### src/rtl/hexb_pkg.sv
package hexb_pkg;

  // Default sizes of the character store and of the result run
  localparam int MAX_CHARS    = 64;
  localparam int MAX_BYTES    = 16;
  // Upper limit of the store depth; sizes the job descriptor fields
  localparam int MAX_CHARS_HI = 1024;
  localparam int POS_W        = $clog2(MAX_CHARS_HI + 1);

  // Configuration port
  localparam int CFG_IDX_W  = 1;
  localparam int CFG_DATA_W = 5;
  localparam logic [CFG_IDX_W-1:0] REG_BYTE_COUNT = 1'b0;
  localparam logic [CFG_IDX_W-1:0] REG_REVERSE    = 1'b1;
  localparam logic [CFG_DATA_W-1:0] BYTE_COUNT_RST = 5'd4;

  // Characters of interest
  localparam logic [7:0] CH_ZERO = 8'h30;  // '0'
  localparam logic [7:0] CH_X_LO = 8'h78;  // 'x'
  localparam logic [7:0] CH_X_UP = 8'h58;  // 'X'
  localparam logic [4:0] NIB_NONE = 5'd16;

  // One located digit run, handed from the front to the back
  typedef struct packed {
    logic             bank;
    logic             dropped;
    logic [POS_W-1:0] start;
    logic [POS_W-1:0] run;
  } job_t;

  // Buffer bank handed back once the back has read it for the last time
  typedef struct packed {
    logic valid;
    logic bank;
  } rel_t;

  // Nibble value of a hex digit, NIB_NONE for any other character
  function automatic logic [4:0] nib_of(input logic [7:0] c);
    logic [4:0] r;
    r = NIB_NONE;
    if (c >= 8'h30 && c <= 8'h39) begin
      r = 5'(c - 8'h30);
    end else if (c >= 8'h61 && c <= 8'h66) begin
      r = 5'(c - 8'h57);
    end else if (c >= 8'h41 && c <= 8'h46) begin
      r = 5'(c - 8'h37);
    end
    return r;
  endfunction

endpackage

### src/rtl/hexb_ram.sv
module hexb_ram #(
  parameter int Width = 8,
  parameter int Depth = 128
) (
  input  logic                     clk_i,
  input  logic                     we_i,
  input  logic [$clog2(Depth)-1:0] waddr_i,
  input  logic [Width-1:0]         wdata_i,
  input  logic [$clog2(Depth)-1:0] raddr_i,
  output logic [Width-1:0]         rdata_o
);

  logic [Width-1:0] mem_q [Depth];
  logic [Width-1:0] rdata_q;

  // Write one entry, read one entry with registered data
  always_ff @(posedge clk_i) begin
    if (we_i) begin
      mem_q[waddr_i] <= wdata_i;
    end
    rdata_q <= mem_q[raddr_i];
  end

  assign rdata_o = rdata_q;

endmodule

### src/rtl/hexb_front.sv
module hexb_front #(
  parameter int MaxChars = hexb_pkg::MAX_CHARS
) (
  input  logic                          clk_i,
  input  logic                          rst_ni,
  input  logic                          in_valid_i,
  output logic                          in_stall_o,
  input  logic [7:0]                    text_char_i,
  input  logic                          last_char_i,
  output logic                          ram_we_o,
  output logic [$clog2(MaxChars):0]     ram_waddr_o,
  output logic [7:0]                    ram_wdata_o,
  output logic                          job_push_o,
  output hexb_pkg::job_t                job_o,
  input  hexb_pkg::rel_t                rel_i
);

  localparam int IdxW    = $clog2(MaxChars);
  localparam int CntW    = $clog2(MaxChars + 1);
  localparam int NumScan = 3;
  localparam int SC_PLAIN = 0;  // scan from the string start
  localparam int SC_UPPER = 1;  // scan after the first "0X"
  localparam int SC_LOWER = 2;  // scan after the first "0x"
  localparam logic [1:0] PH_SKIP = 2'd0;
  localparam logic [1:0] PH_RUN  = 2'd1;
  localparam logic [1:0] PH_DONE = 2'd2;
  localparam logic [CntW-1:0] Full = CntW'(MaxChars);

  typedef struct packed {
    logic [1:0]      phase;
    logic [CntW-1:0] start;
    logic [CntW-1:0] run;
  } scan_t;

  logic                bank_q, bank_d;
  logic [1:0]          busy_q, busy_d;
  logic [CntW-1:0]     total_q, total_d;
  logic                drop_q, drop_d;
  logic                prevz_q, prevz_d;
  logic [NumScan-1:0]  act_q, act_u, act_d;
  scan_t               scan_q [NumScan];
  scan_t               scan_u [NumScan];
  scan_t               scan_d [NumScan];
  logic                accept, is_zero, store, drop, ends;
  logic [4:0]          nib;
  int unsigned         sel;

  // Hold off new characters while the current bank is still being read
  assign in_stall_o = busy_q[bank_q];

  always_comb begin
    accept  = in_valid_i && !in_stall_o;
    is_zero = (text_char_i == 8'h00);
    store   = accept && !is_zero && (total_q != Full);
    drop    = accept && !is_zero && (total_q == Full);
    ends    = accept && (is_zero || last_char_i);
    nib     = hexb_pkg::nib_of(text_char_i);

    // Advance every active scan by the stored character
    act_u = act_q;
    for (int s = 0; s < NumScan; s++) begin
      scan_u[s] = scan_q[s];
      if (store && act_q[s]) begin
        case (scan_q[s].phase)
          PH_SKIP: begin
            if (!nib[4]) begin
              scan_u[s].phase = PH_RUN;
              scan_u[s].start = total_q;
              scan_u[s].run   = CntW'(1);
            end
          end
          PH_RUN: begin
            if (!nib[4]) begin
              scan_u[s].run = scan_q[s].run + CntW'(1);
            end else begin
              scan_u[s].phase = PH_DONE;
            end
          end
          default: ;
        endcase
      end
    end

    // Open a prefix scan on its first prefix; it starts at the next character
    if (store && prevz_q && !act_q[SC_UPPER] && text_char_i == hexb_pkg::CH_X_UP) begin
      act_u[SC_UPPER]        = 1'b1;
      scan_u[SC_UPPER].phase = PH_SKIP;
      scan_u[SC_UPPER].start = '0;
      scan_u[SC_UPPER].run   = '0;
    end
    if (store && prevz_q && !act_q[SC_LOWER] && text_char_i == hexb_pkg::CH_X_LO) begin
      act_u[SC_LOWER]        = 1'b1;
      scan_u[SC_LOWER].phase = PH_SKIP;
      scan_u[SC_LOWER].start = '0;
      scan_u[SC_LOWER].run   = '0;
    end

    // Pick the scan by prefix priority
    if (act_u[SC_LOWER]) begin
      sel = SC_LOWER;
    end else if (act_u[SC_UPPER]) begin
      sel = SC_UPPER;
    end else begin
      sel = SC_PLAIN;
    end

    job_push_o    = ends;
    job_o.bank    = bank_q;
    job_o.dropped = drop_q || drop;
    job_o.start   = hexb_pkg::POS_W'(scan_u[sel].start);
    job_o.run     = hexb_pkg::POS_W'(scan_u[sel].run);

    // Next state: a finished string starts afresh in the other bank
    bank_d  = bank_q;
    busy_d  = busy_q;
    total_d = store ? total_q + CntW'(1) : total_q;
    drop_d  = drop_q || drop;
    prevz_d = store ? (text_char_i == hexb_pkg::CH_ZERO) : prevz_q;
    act_d   = act_u;
    for (int s = 0; s < NumScan; s++) begin
      scan_d[s] = scan_u[s];
    end
    if (rel_i.valid) begin
      busy_d[rel_i.bank] = 1'b0;
    end
    if (ends) begin
      bank_d         = ~bank_q;
      busy_d[bank_q] = 1'b1;
      total_d        = '0;
      drop_d         = 1'b0;
      prevz_d        = 1'b0;
      act_d          = NumScan'(1) << SC_PLAIN;
      for (int s = 0; s < NumScan; s++) begin
        scan_d[s].phase = PH_SKIP;
        scan_d[s].start = '0;
        scan_d[s].run   = '0;
      end
    end
  end

  // Write the stored character into the current bank
  assign ram_we_o    = store;
  assign ram_waddr_o = {bank_q, total_q[IdxW-1:0]};
  assign ram_wdata_o = text_char_i;

  always_ff @(posedge clk_i or negedge rst_ni) begin
    if (!rst_ni) begin
      bank_q  <= 1'b0;
      busy_q  <= '0;
      total_q <= '0;
      drop_q  <= 1'b0;
      prevz_q <= 1'b0;
      act_q   <= NumScan'(1) << SC_PLAIN;
      for (int s = 0; s < NumScan; s++) begin
        scan_q[s] <= '0;
      end
    end else begin
      bank_q  <= bank_d;
      busy_q  <= busy_d;
      total_q <= total_d;
      drop_q  <= drop_d;
      prevz_q <= prevz_d;
      act_q   <= act_d;
      for (int s = 0; s < NumScan; s++) begin
        scan_q[s] <= scan_d[s];
      end
    end
  end

endmodule

### src/rtl/hexb_job_fifo.sv
module hexb_job_fifo (
  input  logic           clk_i,
  input  logic           rst_ni,
  input  logic           push_i,
  input  hexb_pkg::job_t job_i,
  input  logic           pop_i,
  output hexb_pkg::job_t job_o,
  output logic           empty_o
);

  hexb_pkg::job_t mem_q [2];
  logic           wr_q, wr_d;
  logic           rd_q, rd_d;
  logic [1:0]     cnt_q, cnt_d;

  // Two entries cover one job waiting and one job in the back
  always_comb begin
    wr_d  = push_i ? ~wr_q : wr_q;
    rd_d  = pop_i ? ~rd_q : rd_q;
    cnt_d = cnt_q + {1'b0, push_i} - {1'b0, pop_i};
  end

  assign job_o   = mem_q[rd_q];
  assign empty_o = (cnt_q == 2'd0);

  always_ff @(posedge clk_i) begin
    if (push_i) begin
      mem_q[wr_q] <= job_i;
    end
  end

  always_ff @(posedge clk_i or negedge rst_ni) begin
    if (!rst_ni) begin
      wr_q  <= 1'b0;
      rd_q  <= 1'b0;
      cnt_q <= '0;
    end else begin
      wr_q  <= wr_d;
      rd_q  <= rd_d;
      cnt_q <= cnt_d;
    end
  end

endmodule

### src/rtl/hexb_back.sv
module hexb_back #(
  parameter int MaxChars = hexb_pkg::MAX_CHARS,
  parameter int MaxBytes = hexb_pkg::MAX_BYTES
) (
  input  logic                      clk_i,
  input  logic                      rst_ni,
  input  logic                      job_empty_i,
  input  hexb_pkg::job_t            job_i,
  output logic                      job_pop_o,
  output logic [$clog2(MaxChars):0] ram_raddr_o,
  input  logic [7:0]                ram_rdata_i,
  input  logic [4:0]                byte_count_i,
  input  logic                      reverse_i,
  output hexb_pkg::rel_t            rel_o,
  output logic                      out_valid_o,
  input  logic                      out_stall_i,
  output logic [7:0]                data_byte_o,
  output logic                      last_byte_o,
  output logic                      overflow_o
);

  localparam int IdxW = $clog2(MaxChars);
  localparam int CntW = $clog2(MaxChars + 1);
  localparam int NbW  = $clog2(MaxBytes + 1);
  localparam int NW   = (NbW > 5) ? NbW : 5;
  localparam int KW   = (NW + 1 > CntW) ? NW + 1 : CntW;
  localparam int PW   = KW + 1;
  localparam logic [NW-1:0] NMax = NW'(MaxBytes);

  localparam logic [1:0] ST_IDLE = 2'd0;
  localparam logic [1:0] ST_RD   = 2'd1;
  localparam logic [1:0] ST_ACC  = 2'd2;
  localparam logic [1:0] ST_OUT  = 2'd3;

  logic [1:0]     state_q, state_d;
  hexb_pkg::job_t job_q, job_d;
  logic           rev_q, rev_d;
  logic [KW-1:0]  k_q, k_d;
  logic [KW-1:0]  used_q, used_d;
  logic [KW-1:0]  n2_q, n2_d;
  logic [7:0]     acc_q, acc_d;
  logic           ov_q, ov_d;
  logic [7:0]     data_q, data_d;
  logic           lastb_q, lastb_d;
  logic           ovf_q, ovf_d;

  logic [NW-1:0]  bc_ext, n_sel;
  logic [KW-1:0]  n2_new, run_new;
  logic [PW-1:0]  start_e, run_e, k_e, pos;
  logic [4:0]     nib_full;
  logic [3:0]     nib;
  logic           hi_half;
  logic [7:0]     placed;

  always_comb begin
    // Clamp the byte count to 1..MaxBytes
    bc_ext  = NW'(byte_count_i);
    if (bc_ext == '0) begin
      n_sel = NW'(1);
    end else if (bc_ext > NMax) begin
      n_sel = NMax;
    end else begin
      n_sel = bc_ext;
    end
    n2_new  = KW'({n_sel, 1'b0});
    run_new = KW'(job_i.run[CntW-1:0]);

    // Address of digit k of the run
    start_e = PW'(job_q.start[CntW-1:0]);
    run_e   = PW'(job_q.run[CntW-1:0]);
    k_e     = PW'(k_q);
    pos     = rev_q ? (start_e + run_e - PW'(1) - k_e) : (start_e + k_e);
    ram_raddr_o = {job_q.bank, pos[IdxW-1:0]};

    // Place the nibble; digits past the run pad with zero
    nib_full = hexb_pkg::nib_of(ram_rdata_i);
    nib      = (k_q < used_q) ? nib_full[3:0] : 4'h0;
    hi_half  = (k_q[0] == rev_q);
    placed   = hi_half ? {nib, 4'h0} : {4'h0, nib};

    state_d   = state_q;
    job_d     = job_q;
    rev_d     = rev_q;
    k_d       = k_q;
    used_d    = used_q;
    n2_d      = n2_q;
    acc_d     = acc_q;
    ov_d      = ov_q && out_stall_i;
    data_d    = data_q;
    lastb_d   = lastb_q;
    ovf_d     = ovf_q;
    job_pop_o = 1'b0;
    rel_o     = '0;

    case (state_q)
      ST_IDLE: begin
        if (!job_empty_i) begin
          job_pop_o = 1'b1;
          job_d     = job_i;
          rev_d     = reverse_i;
          k_d       = '0;
          acc_d     = '0;
          n2_d      = n2_new;
          used_d    = (run_new < n2_new) ? run_new : n2_new;
          state_d   = ST_RD;
        end
      end
      ST_RD: begin
        state_d = ST_ACC;
      end
      ST_ACC: begin
        acc_d   = acc_q | placed;
        k_d     = k_q + KW'(1);
        state_d = k_q[0] ? ST_OUT : ST_RD;
      end
      ST_OUT: begin
        // Load the byte once the output register is free
        if (!ov_q || !out_stall_i) begin
          ov_d    = 1'b1;
          data_d  = acc_q;
          lastb_d = (k_q == n2_q);
          ovf_d   = job_q.dropped;
          acc_d   = '0;
          if (k_q == n2_q) begin
            rel_o.valid = 1'b1;
            rel_o.bank  = job_q.bank;
            state_d     = ST_IDLE;
          end else begin
            state_d = ST_RD;
          end
        end
      end
      default: state_d = ST_IDLE;
    endcase
  end

  assign out_valid_o = ov_q;
  assign data_byte_o = data_q;
  assign last_byte_o = lastb_q;
  assign overflow_o  = ovf_q;

  always_ff @(posedge clk_i) begin
    job_q  <= job_d;
    rev_q  <= rev_d;
    k_q    <= k_d;
    used_q <= used_d;
    n2_q   <= n2_d;
    acc_q  <= acc_d;
    data_q <= data_d;
    lastb_q <= lastb_d;
    ovf_q  <= ovf_d;
  end

  always_ff @(posedge clk_i or negedge rst_ni) begin
    if (!rst_ni) begin
      state_q <= ST_IDLE;
      ov_q    <= 1'b0;
    end else begin
      state_q <= state_d;
      ov_q    <= ov_d;
    end
  end

endmodule

### src/rtl/hex_text_to_byte_array.sv
// Channel   Direction  Signals                                       Handshake
// input     in         text_char_i, last_char_i                      in_valid_i / in_stall_o
// output    out        data_byte_o, last_byte_o, overflow_o          out_valid_o / out_stall_i
// config    in         cfg_idx_i, cfg_wdata_i                        cfg_we_i
//
// A character request is taken when offered and not stalled; the digit run is located while loading.
// A finished string is taken from the job queue by the converter; then each nibble is
// one store read plus one accumulate step, and each byte one output load.
// The store has two banks: the next string loads while the last one converts, and
// the input stalls only when both banks are held. Output stalls hold the converter.
// Reset clears control state only; the store needs no clearing.
module hex_text_to_byte_array #(
  parameter int MaxChars = hexb_pkg::MAX_CHARS,
  parameter int MaxBytes = hexb_pkg::MAX_BYTES
) (
  input  logic                                clk_i,
  input  logic                                rst_ni,
  input  logic                                in_valid_i,
  output logic                                in_stall_o,
  input  logic [7:0]                          text_char_i,
  input  logic                                last_char_i,
  output logic                                out_valid_o,
  input  logic                                out_stall_i,
  output logic [7:0]                          data_byte_o,
  output logic                                last_byte_o,
  output logic                                overflow_o,
  input  logic                                cfg_we_i,
  input  logic [hexb_pkg::CFG_IDX_W-1:0]      cfg_idx_i,
  input  logic [hexb_pkg::CFG_DATA_W-1:0]     cfg_wdata_i
);

  localparam int AddrW = $clog2(MaxChars) + 1;

  logic [4:0]        byte_count_q;
  logic              reverse_q;
  logic              ram_we;
  logic [AddrW-1:0]  ram_waddr, ram_raddr;
  logic [7:0]        ram_wdata, ram_rdata;
  logic              job_push, job_pop, job_empty;
  hexb_pkg::job_t    job_in, job_out;
  hexb_pkg::rel_t    rel;

  // Configuration registers
  always_ff @(posedge clk_i or negedge rst_ni) begin
    if (!rst_ni) begin
      byte_count_q <= hexb_pkg::BYTE_COUNT_RST;
      reverse_q    <= 1'b0;
    end else if (cfg_we_i) begin
      case (cfg_idx_i)
        hexb_pkg::REG_BYTE_COUNT: byte_count_q <= cfg_wdata_i;
        hexb_pkg::REG_REVERSE:    reverse_q    <= cfg_wdata_i[0];
        default: ;
      endcase
    end
  end

  hexb_front #(
    .MaxChars(MaxChars)
  ) u_front (
    .clk_i      (clk_i),
    .rst_ni     (rst_ni),
    .in_valid_i (in_valid_i),
    .in_stall_o (in_stall_o),
    .text_char_i(text_char_i),
    .last_char_i(last_char_i),
    .ram_we_o   (ram_we),
    .ram_waddr_o(ram_waddr),
    .ram_wdata_o(ram_wdata),
    .job_push_o (job_push),
    .job_o      (job_in),
    .rel_i      (rel)
  );

  // Character store, one bank per string in flight
  hexb_ram #(
    .Width(8),
    .Depth(2 ** AddrW)
  ) u_store (
    .clk_i  (clk_i),
    .we_i   (ram_we),
    .waddr_i(ram_waddr),
    .wdata_i(ram_wdata),
    .raddr_i(ram_raddr),
    .rdata_o(ram_rdata)
  );

  hexb_job_fifo u_jobs (
    .clk_i  (clk_i),
    .rst_ni (rst_ni),
    .push_i (job_push),
    .job_i  (job_in),
    .pop_i  (job_pop),
    .job_o  (job_out),
    .empty_o(job_empty)
  );

  hexb_back #(
    .MaxChars(MaxChars),
    .MaxBytes(MaxBytes)
  ) u_back (
    .clk_i       (clk_i),
    .rst_ni      (rst_ni),
    .job_empty_i (job_empty),
    .job_i       (job_out),
    .job_pop_o   (job_pop),
    .ram_raddr_o (ram_raddr),
    .ram_rdata_i (ram_rdata),
    .byte_count_i(byte_count_q),
    .reverse_i   (reverse_q),
    .rel_o       (rel),
    .out_valid_o (out_valid_o),
    .out_stall_i (out_stall_i),
    .data_byte_o (data_byte_o),
    .last_byte_o (last_byte_o),
    .overflow_o  (overflow_o)
  );

endmodule

### config.mk
export PLATFORM = sky130hd
export DESIGN_NAME = hex_text_to_byte_array
export DESIGN_NICKNAME = d
export VERILOG_FILES = /design/src/rtl/hexb_pkg.sv /design/src/rtl/hexb_ram.sv /design/src/rtl/hexb_front.sv /design/src/rtl/hexb_job_fifo.sv /design/src/rtl/hexb_back.sv /design/src/rtl/hex_text_to_byte_array.sv
export SDC_FILE = /design/constraint.sdc
export NUM_CORES = 2
export LEC_CHECK = 0
export BUFFER_PORTS_ARGS = -buffer_cell sky130_fd_sc_hd__buf_4
export CORE_UTILIZATION = 50
export DETAILED_ROUTE_END_ITERATION = 12
export PLACE_DENSITY_LB_ADDON = 0.2
export SLEW_MARGIN = 20
export SYNTH_ARGS = -nofsm -noshare
export SYNTH_HDL_FRONTEND = slang
export SYNTH_SLANG_ARGS = --single-unit
export TNS_END_PERCENT = 20
### constraint.sdc
create_clock -name clk_i -period 3.4 [get_ports clk_i]
set_clock_uncertainty 0.1 [all_clocks]
set_input_delay 0.68 -clock clk_i [delete_from_list [all_inputs] [get_ports clk_i]]
set_output_delay 0.68 -clock clk_i [all_outputs]
set_load 0.03 [all_outputs]
# Word level (Yosys, flattened, before mapping)
# Memory sizes are Yosys's and may differ from the RTL's. A register that Yosys moved wholly into a read port is not among the register bits.
# Index checks and enable logic that the tools add are counted.
# totals
wordCells,224
n_memories,2
mem_bits_rw,1056
ff_bits,127
# classes
bitwise,10
muxes,78
reduce_logical,47
n_eq_ne,15
order_cmp,20
addsub,17
# memory_table
memory,words,width,read_ports,rd_clocked_by_memory_dff,wr,line,source
u_store.mem_q,128,8,1,1,1,hexb_ram.sv:13,logic [Width-1:0] mem_q [Depth];
u_jobs.mem_q,2,16,1,0,1,hexb_job_fifo.sv:11,hexb_pkg::job_t mem_q [2];
# ops
operator,n
$mux 16,8
$mux 7,9
$pmux 7 s2,4
$mux 48,1
$add 7x1->7 const B,5
$ge 33x3->1 const B,1
$not 32->33,1
$bmux 16 s2,1
$ge 8x7->1 const B,4
$le 8x7->1 const B,4
$mux 32,1
$mux 14,2
$mux 5,5
$mux 8,3
$pmux 8 s3,1
$mux 2,11
$logic_and 1x1->1,21
$mux 1,19
$eq 8x7->1 const B,2
$ge 8x6->1 const B,2
$le 8x6->1 const B,2
$mux 4,4
$sub 5x5->5 const B,3
$add 6x6->6,2
39 further kinds,71

# Logic depth before layout (Yosys ltp)
# logic_depth
ltp_word,16
depth_mapped,14

# Hierarchy
# A second synthesis with hierarchy kept.
# hier_totals
hier_cells,2428
hier_area_um2,48844.3
# by_module_without_submodules
module,area_each_um2,cells_per_inst,n_inst
hexb_ram,39665.5,1635,1
hexb_front,3848.7,434,1
hexb_back,3069.2,256,1
hexb_job_fifo,2024.4,89,1
hex_text_to_byte_array,236.5,14,1

# Least setup slack after synthesis
# Ideal clock, no wire load.
# synth_timing
path_type,flip-flop to flip-flop
startpoint,reg u_back.k_q[1]
endpoint,reg u_store.rdata_q[6] (netlist: u_store.rdata_o[6]) (read register of u_store.mem_q)
path_slack_ps,-59
t_arrival_ps,3264
n_path_buf,3
stages_incl_launch_ff,14
required_time_ps,3205
setup_ps,95
cell_sequence,edfxtp_1 fa_1 inv_1 ha_1 fa_1 nand2_1 o21ai_0 clkbuf_1 clkbuf_1 clkbuf_1 nand2_1 nand3_1 nand4_1 a221oi_1
# synth_via
elab_chain_cells,2
# synth_rtl
element,line,source
"start, declared",hexb_back.sv:38,"logic [KW-1:0] k_q, k_d;"
"start signal, assigned",hexb_back.sv:145,k_q <= k_d;
$add 6x6->6 / $sub 6x6->6 (equally long branches),hexb_back.sv:72,pos = rev_q ? (start_e + run_e - PW'(1) - k_e) : (start_e + k_e);
$mux 6 *,hexb_back.sv:72,
"end, declared",hexb_ram.sv:14,logic [Width-1:0] rdata_q;
# Every way passes the cells marked *; elsewhere a longest branch is shown, timed or not.
# A chain may end at the register's enable or synchronous reset.

# Worst setup path after layout
# layout_timing
startpoint,reg u_back.k_q[1]
endpoint,reg u_store.rdata_q[2] (netlist: u_store.rdata_o[2]) (read register of u_store.mem_q)
# The elaborated chain is that of the path after synthesis.

==> results by group <==
Power
  • Comb pwr share: 47.2%
  • Switching share of power: 37.3%
  • Sw Pwr: 20.5 mW
  • Int Pwr: 34.5 mW
  • Worst vdd ir: 1.05 mV
  • Leak: about 19 nW
  • Clock share of power: 22.2%
  • Register share of total power: 30.6%
  • Power Density: ~1000 nW/um2

Timing
  • RSZ-0062 raised after global routing: true
  • WHS: 0.0262 ns
  • Fin. Hold Viols: 0
  • Post-layout minimum cycle time: around 3.4 ns
  • Worst-margin pin slew: 1.02 ns
  • Slew Limit Fails: 0
  • Final setup viols: 1
  • Worst setup margin: -0.00432 ns
  • Maximum clock frequency: 294 MHz
  • Final critical-path share of the clock period: 100%
  • Worst rel slew slack: about a third

Critical path
  • R2R Setup Slk: -0.004 ns
  • FF-to-FF End: u_store.rdata_o[2]$_DFF_P_
  • CP Max Fanout: 12
  • Worst endpoint required time: slightly below 4 ns
  • Critical path class: flop to flop
  • Critical Path End Type: flop
  • Arr. time, crit path: ~3.9 ns
  • Worst R2R Start: u_back.k_q[1]$_SDFFCE_PN0P_
  • Reg2Reg Depth: 14
  • Startpoint Class: flop

Final layout
  • Final Cell Area: 55200 um2
  • Layout cells sized above 1: between 20% and 30%
  • Finished Layout Cells: 4305
  • Layout net count: 3008
  • Commonest cells after routing, fill and taps aside: 1106 x edfxtp_1, 314 x nand2_1, 256 x mux4_2
  • Fill cell count: 7003
  • Area Overhead vs Synth: 15.8%
  • Commonest non-fill, non-tap cell in the layout: edfxtp_1

Yosys
  • Synth async-reset ratio: 6.07%
  • Unique masters post-synth: 67
  • Synthesized Nets: 2775
  • Post-synth top flop: edfxtp_1
  • Register area share after synthesis: 73.7%
  • Synthesized area: 47700 um2
  • Syn_area_per_cell: 17.6 um2
  • Yosys warning total: 0
  • Post-synth EDFFs: about 1.1k
  • #FFs+latches synth: 1186
  • Synthesized instance count: 2714

Route
  • Drt initial violations: approximately 2.7k
  • DRT Pass-1 Iters: 7
  • Post-route DRC: 0
  • Final wirelength: 117000 um
  • Drt wl/cell: 27.3 um
  • Vias per inst: 6.00
  • Via count: 25.8k
  • Antenna Violating Nets Remaining: 0

Place
  • Number of port buffers: 31
  • Dpl cells: 4064
  • RePlAce Congestion: 0.888
  • Placed Area: 51100 um2
  • Post-DP HPWL: ~75000 um

GRT
  • Remaining Overflow, GRT: 0
  • First-pass GRT wire length: approximately 170000 um
  • Initial antenna violation count: 6
  • Total GRT Usage: 24.4%
  • Largest net degree at the start of global routing: 103
  • Vias in the first global route: 26.1k

Die
  • Row count: 112
  • Initial Utilization: 50.8%
  • Core Footprint: 93900 um2
  • Die width: 311 um
  • Die footprint: a little under 100000 um2
  • # IOs: 32
  • Die height: ~310 um

Clocking
  • CTS HTree Levels: 3
  • CTS sink cnt: 1186
  • Worst-Skew Late Latency: 0.70 ns
  • CTS Buf Count: 119
  • CTS clk-pin slew, worst paths: 0.06 ns
  • Clock Tree Buf Depth: 3
  • Cts hold-fix bufs: 0
  • CTS tree: done
  • Root Buffer: clkbuf_16

Min path
  • Min-Delay Path Class: input port to asynchronous set/reset pin

Run status
  • Status: finished, violations left
  • Failing checks: setup timing

Job
  • Total of max-cap violations: 0
worst max-delay path: stages, from the launching register on:
cell	delay [ns]
edfxtp_1	0.42
fa_1	0.56
inv_2	0.04
ha_4	0.15
buf_4	0.12
a21o_1	0.20
a21oi_4	0.17
mux2_4	0.35
buf_4	0.15
a21oi_4	0.12
buf_4	0.17
buf_12	0.18
nand3_1	0.15
nand4_1	0.27
a221oi_2	0.11
how the worst max path moves through the flow:
stage                     slack [ns]                         from                               to  cells after the start
after floorplan                 0.02  u_back.k_q[1]$_SDFFCE_PN0P_       u_store.rdata_o[6]$_DFF_P_                     13
after global placement         -0.20               text_char_i[5]   u_store.mem_q[28][6]$_DFFE_PP_                      9
after detailed placement       -0.24               text_char_i[5]  u_store.mem_q[116][4]$_DFFE_PP_                      9
after CTS                      -0.02  u_back.k_q[2]$_SDFFCE_PN0P_       u_store.rdata_o[0]$_DFF_P_                     14
after global routing           -0.09  u_back.k_q[2]$_SDFFCE_PN0P_       u_store.rdata_o[2]$_DFF_P_                     14
final                         -0.004  u_back.k_q[1]$_SDFFCE_PN0P_       u_store.rdata_o[2]$_DFF_P_                     14
power groups by stage:
stage / sequential [mW] / combinational [mW] / clock (mW)
finish: 16.8 / 26.0 / 12.2
detailed placement: 17.1 / 24.5 / 0
CTS: 16.8 / 25.5 / 12.4
floorplan: 17.2 / 14.3 / 0
global placement: 17.1 / 24.4 / 0
global route: 16.9 / 27.5 / 12.9
synthesized netlist by cell type (18+ instances only):
cell	count	area (um2)
mux2_2	30	338
nand2_1	315	1180
ha_1	34	425
a21oi_1	18	90.1
mux2i_1	27	270
mux4_2	256	5770
nand3_1	150	751
edfxtp_1	1106	33200
nor2_1	218	818
inv_1	51	191
buf_2	35	175
clkbuf_1	86	323
dfrtp_1	71	1780
nand4_1	38	238
o21ai_0	28	140
timing repair:
| action | in CTS | in global routing |
|---|---|---|
| setup buffers | 9 | 6 |
| pin swaps | 7 | 15 |
| setup endpoints to repair | 8 | 91 |
| cloned | 2 | 0 |
| gates resized for setup | 19 | 46 |
state kept, by name, indices dropped and copies added (netlist names), 2 cells and up:
register,flops
u_back.state_q,2
u_jobs.mem_q,30
u_front.act_q,2
u_back.data_byte_o,8
u_jobs.cnt_q,2
u_back.n2_q,5
u_store.rdata_o,8
u_store.mem_q,1024
u_back.job_q,13
u_front.total_q,7
u_front.busy_q,2
u_front.scan_q,45
u_back.used_q,7
u_back.k_q,7
byte_count_q,5
u_back.acc_q,8
cells by family after synthesis:
kind of cell | Yosys count | share of synthesized area (%)
DFF | 1186 | 73.7
and+or+nand+nor | 815 | 7.53
muxes | 314 | 13.4
buffers and inverters | 191 | 1.62
AOI/OAI and AO/OA | 137 | 2.00
adders and majority gates | 41 | 1.19
xor gates and xnor gates | 29 | 0.532
other | 1 | 0.00786
layout make-up:
cell class | instances | area (um2) | area share, %
Multi-Input combinational cell | 1337 | 12100 | 21.9
Inverter | 51 | 191 | 0.347
Clock buffer | 142 | 3060 | 5.55
Timing Repair Buffer | 252 | 2590 | 4.69
Clock inverter | 82 | 533 | 0.965
Tap cell | 1254 | 1570 | 2.84
Antenna cell | 1 | 2.50 | 0.00453
Sequential cell | 1186 | 35200 | 63.7
per-layer routing:
layer	GRT usage [%]	vias up	wire length (um)
met5	0	-	0
met4	7.24	0	3490
met3	4.15	201	8850
met2	39.1	1086	56800
met1	34.6	13400	48200
li1	-	11100	-
stage by stage:
| stage | power (mW) | worst slack (ns) | util [%] | setup TNS, ns |
|---|---|---|---|---|
| 2_1_floorplan | 31.5 | 0.0187 | - | 0 |
| 3_3_place_gp | 41.5 | -0.200 | 54.5 | -30.42 |
| 3_5_place_dp | 41.7 | -0.236 | 54.5 | -43.93 |
| 4_1_cts | 54.7 | -0.0183 | 58.6 | -0.0673 |
| 5_1_grt | 57.3 | -0.0918 | 58.8 | -0.596 |
| 6_report | 55.1 | -0.00432 | 58.8 | -0.00432 |
(Power assumes the default switching activity.)
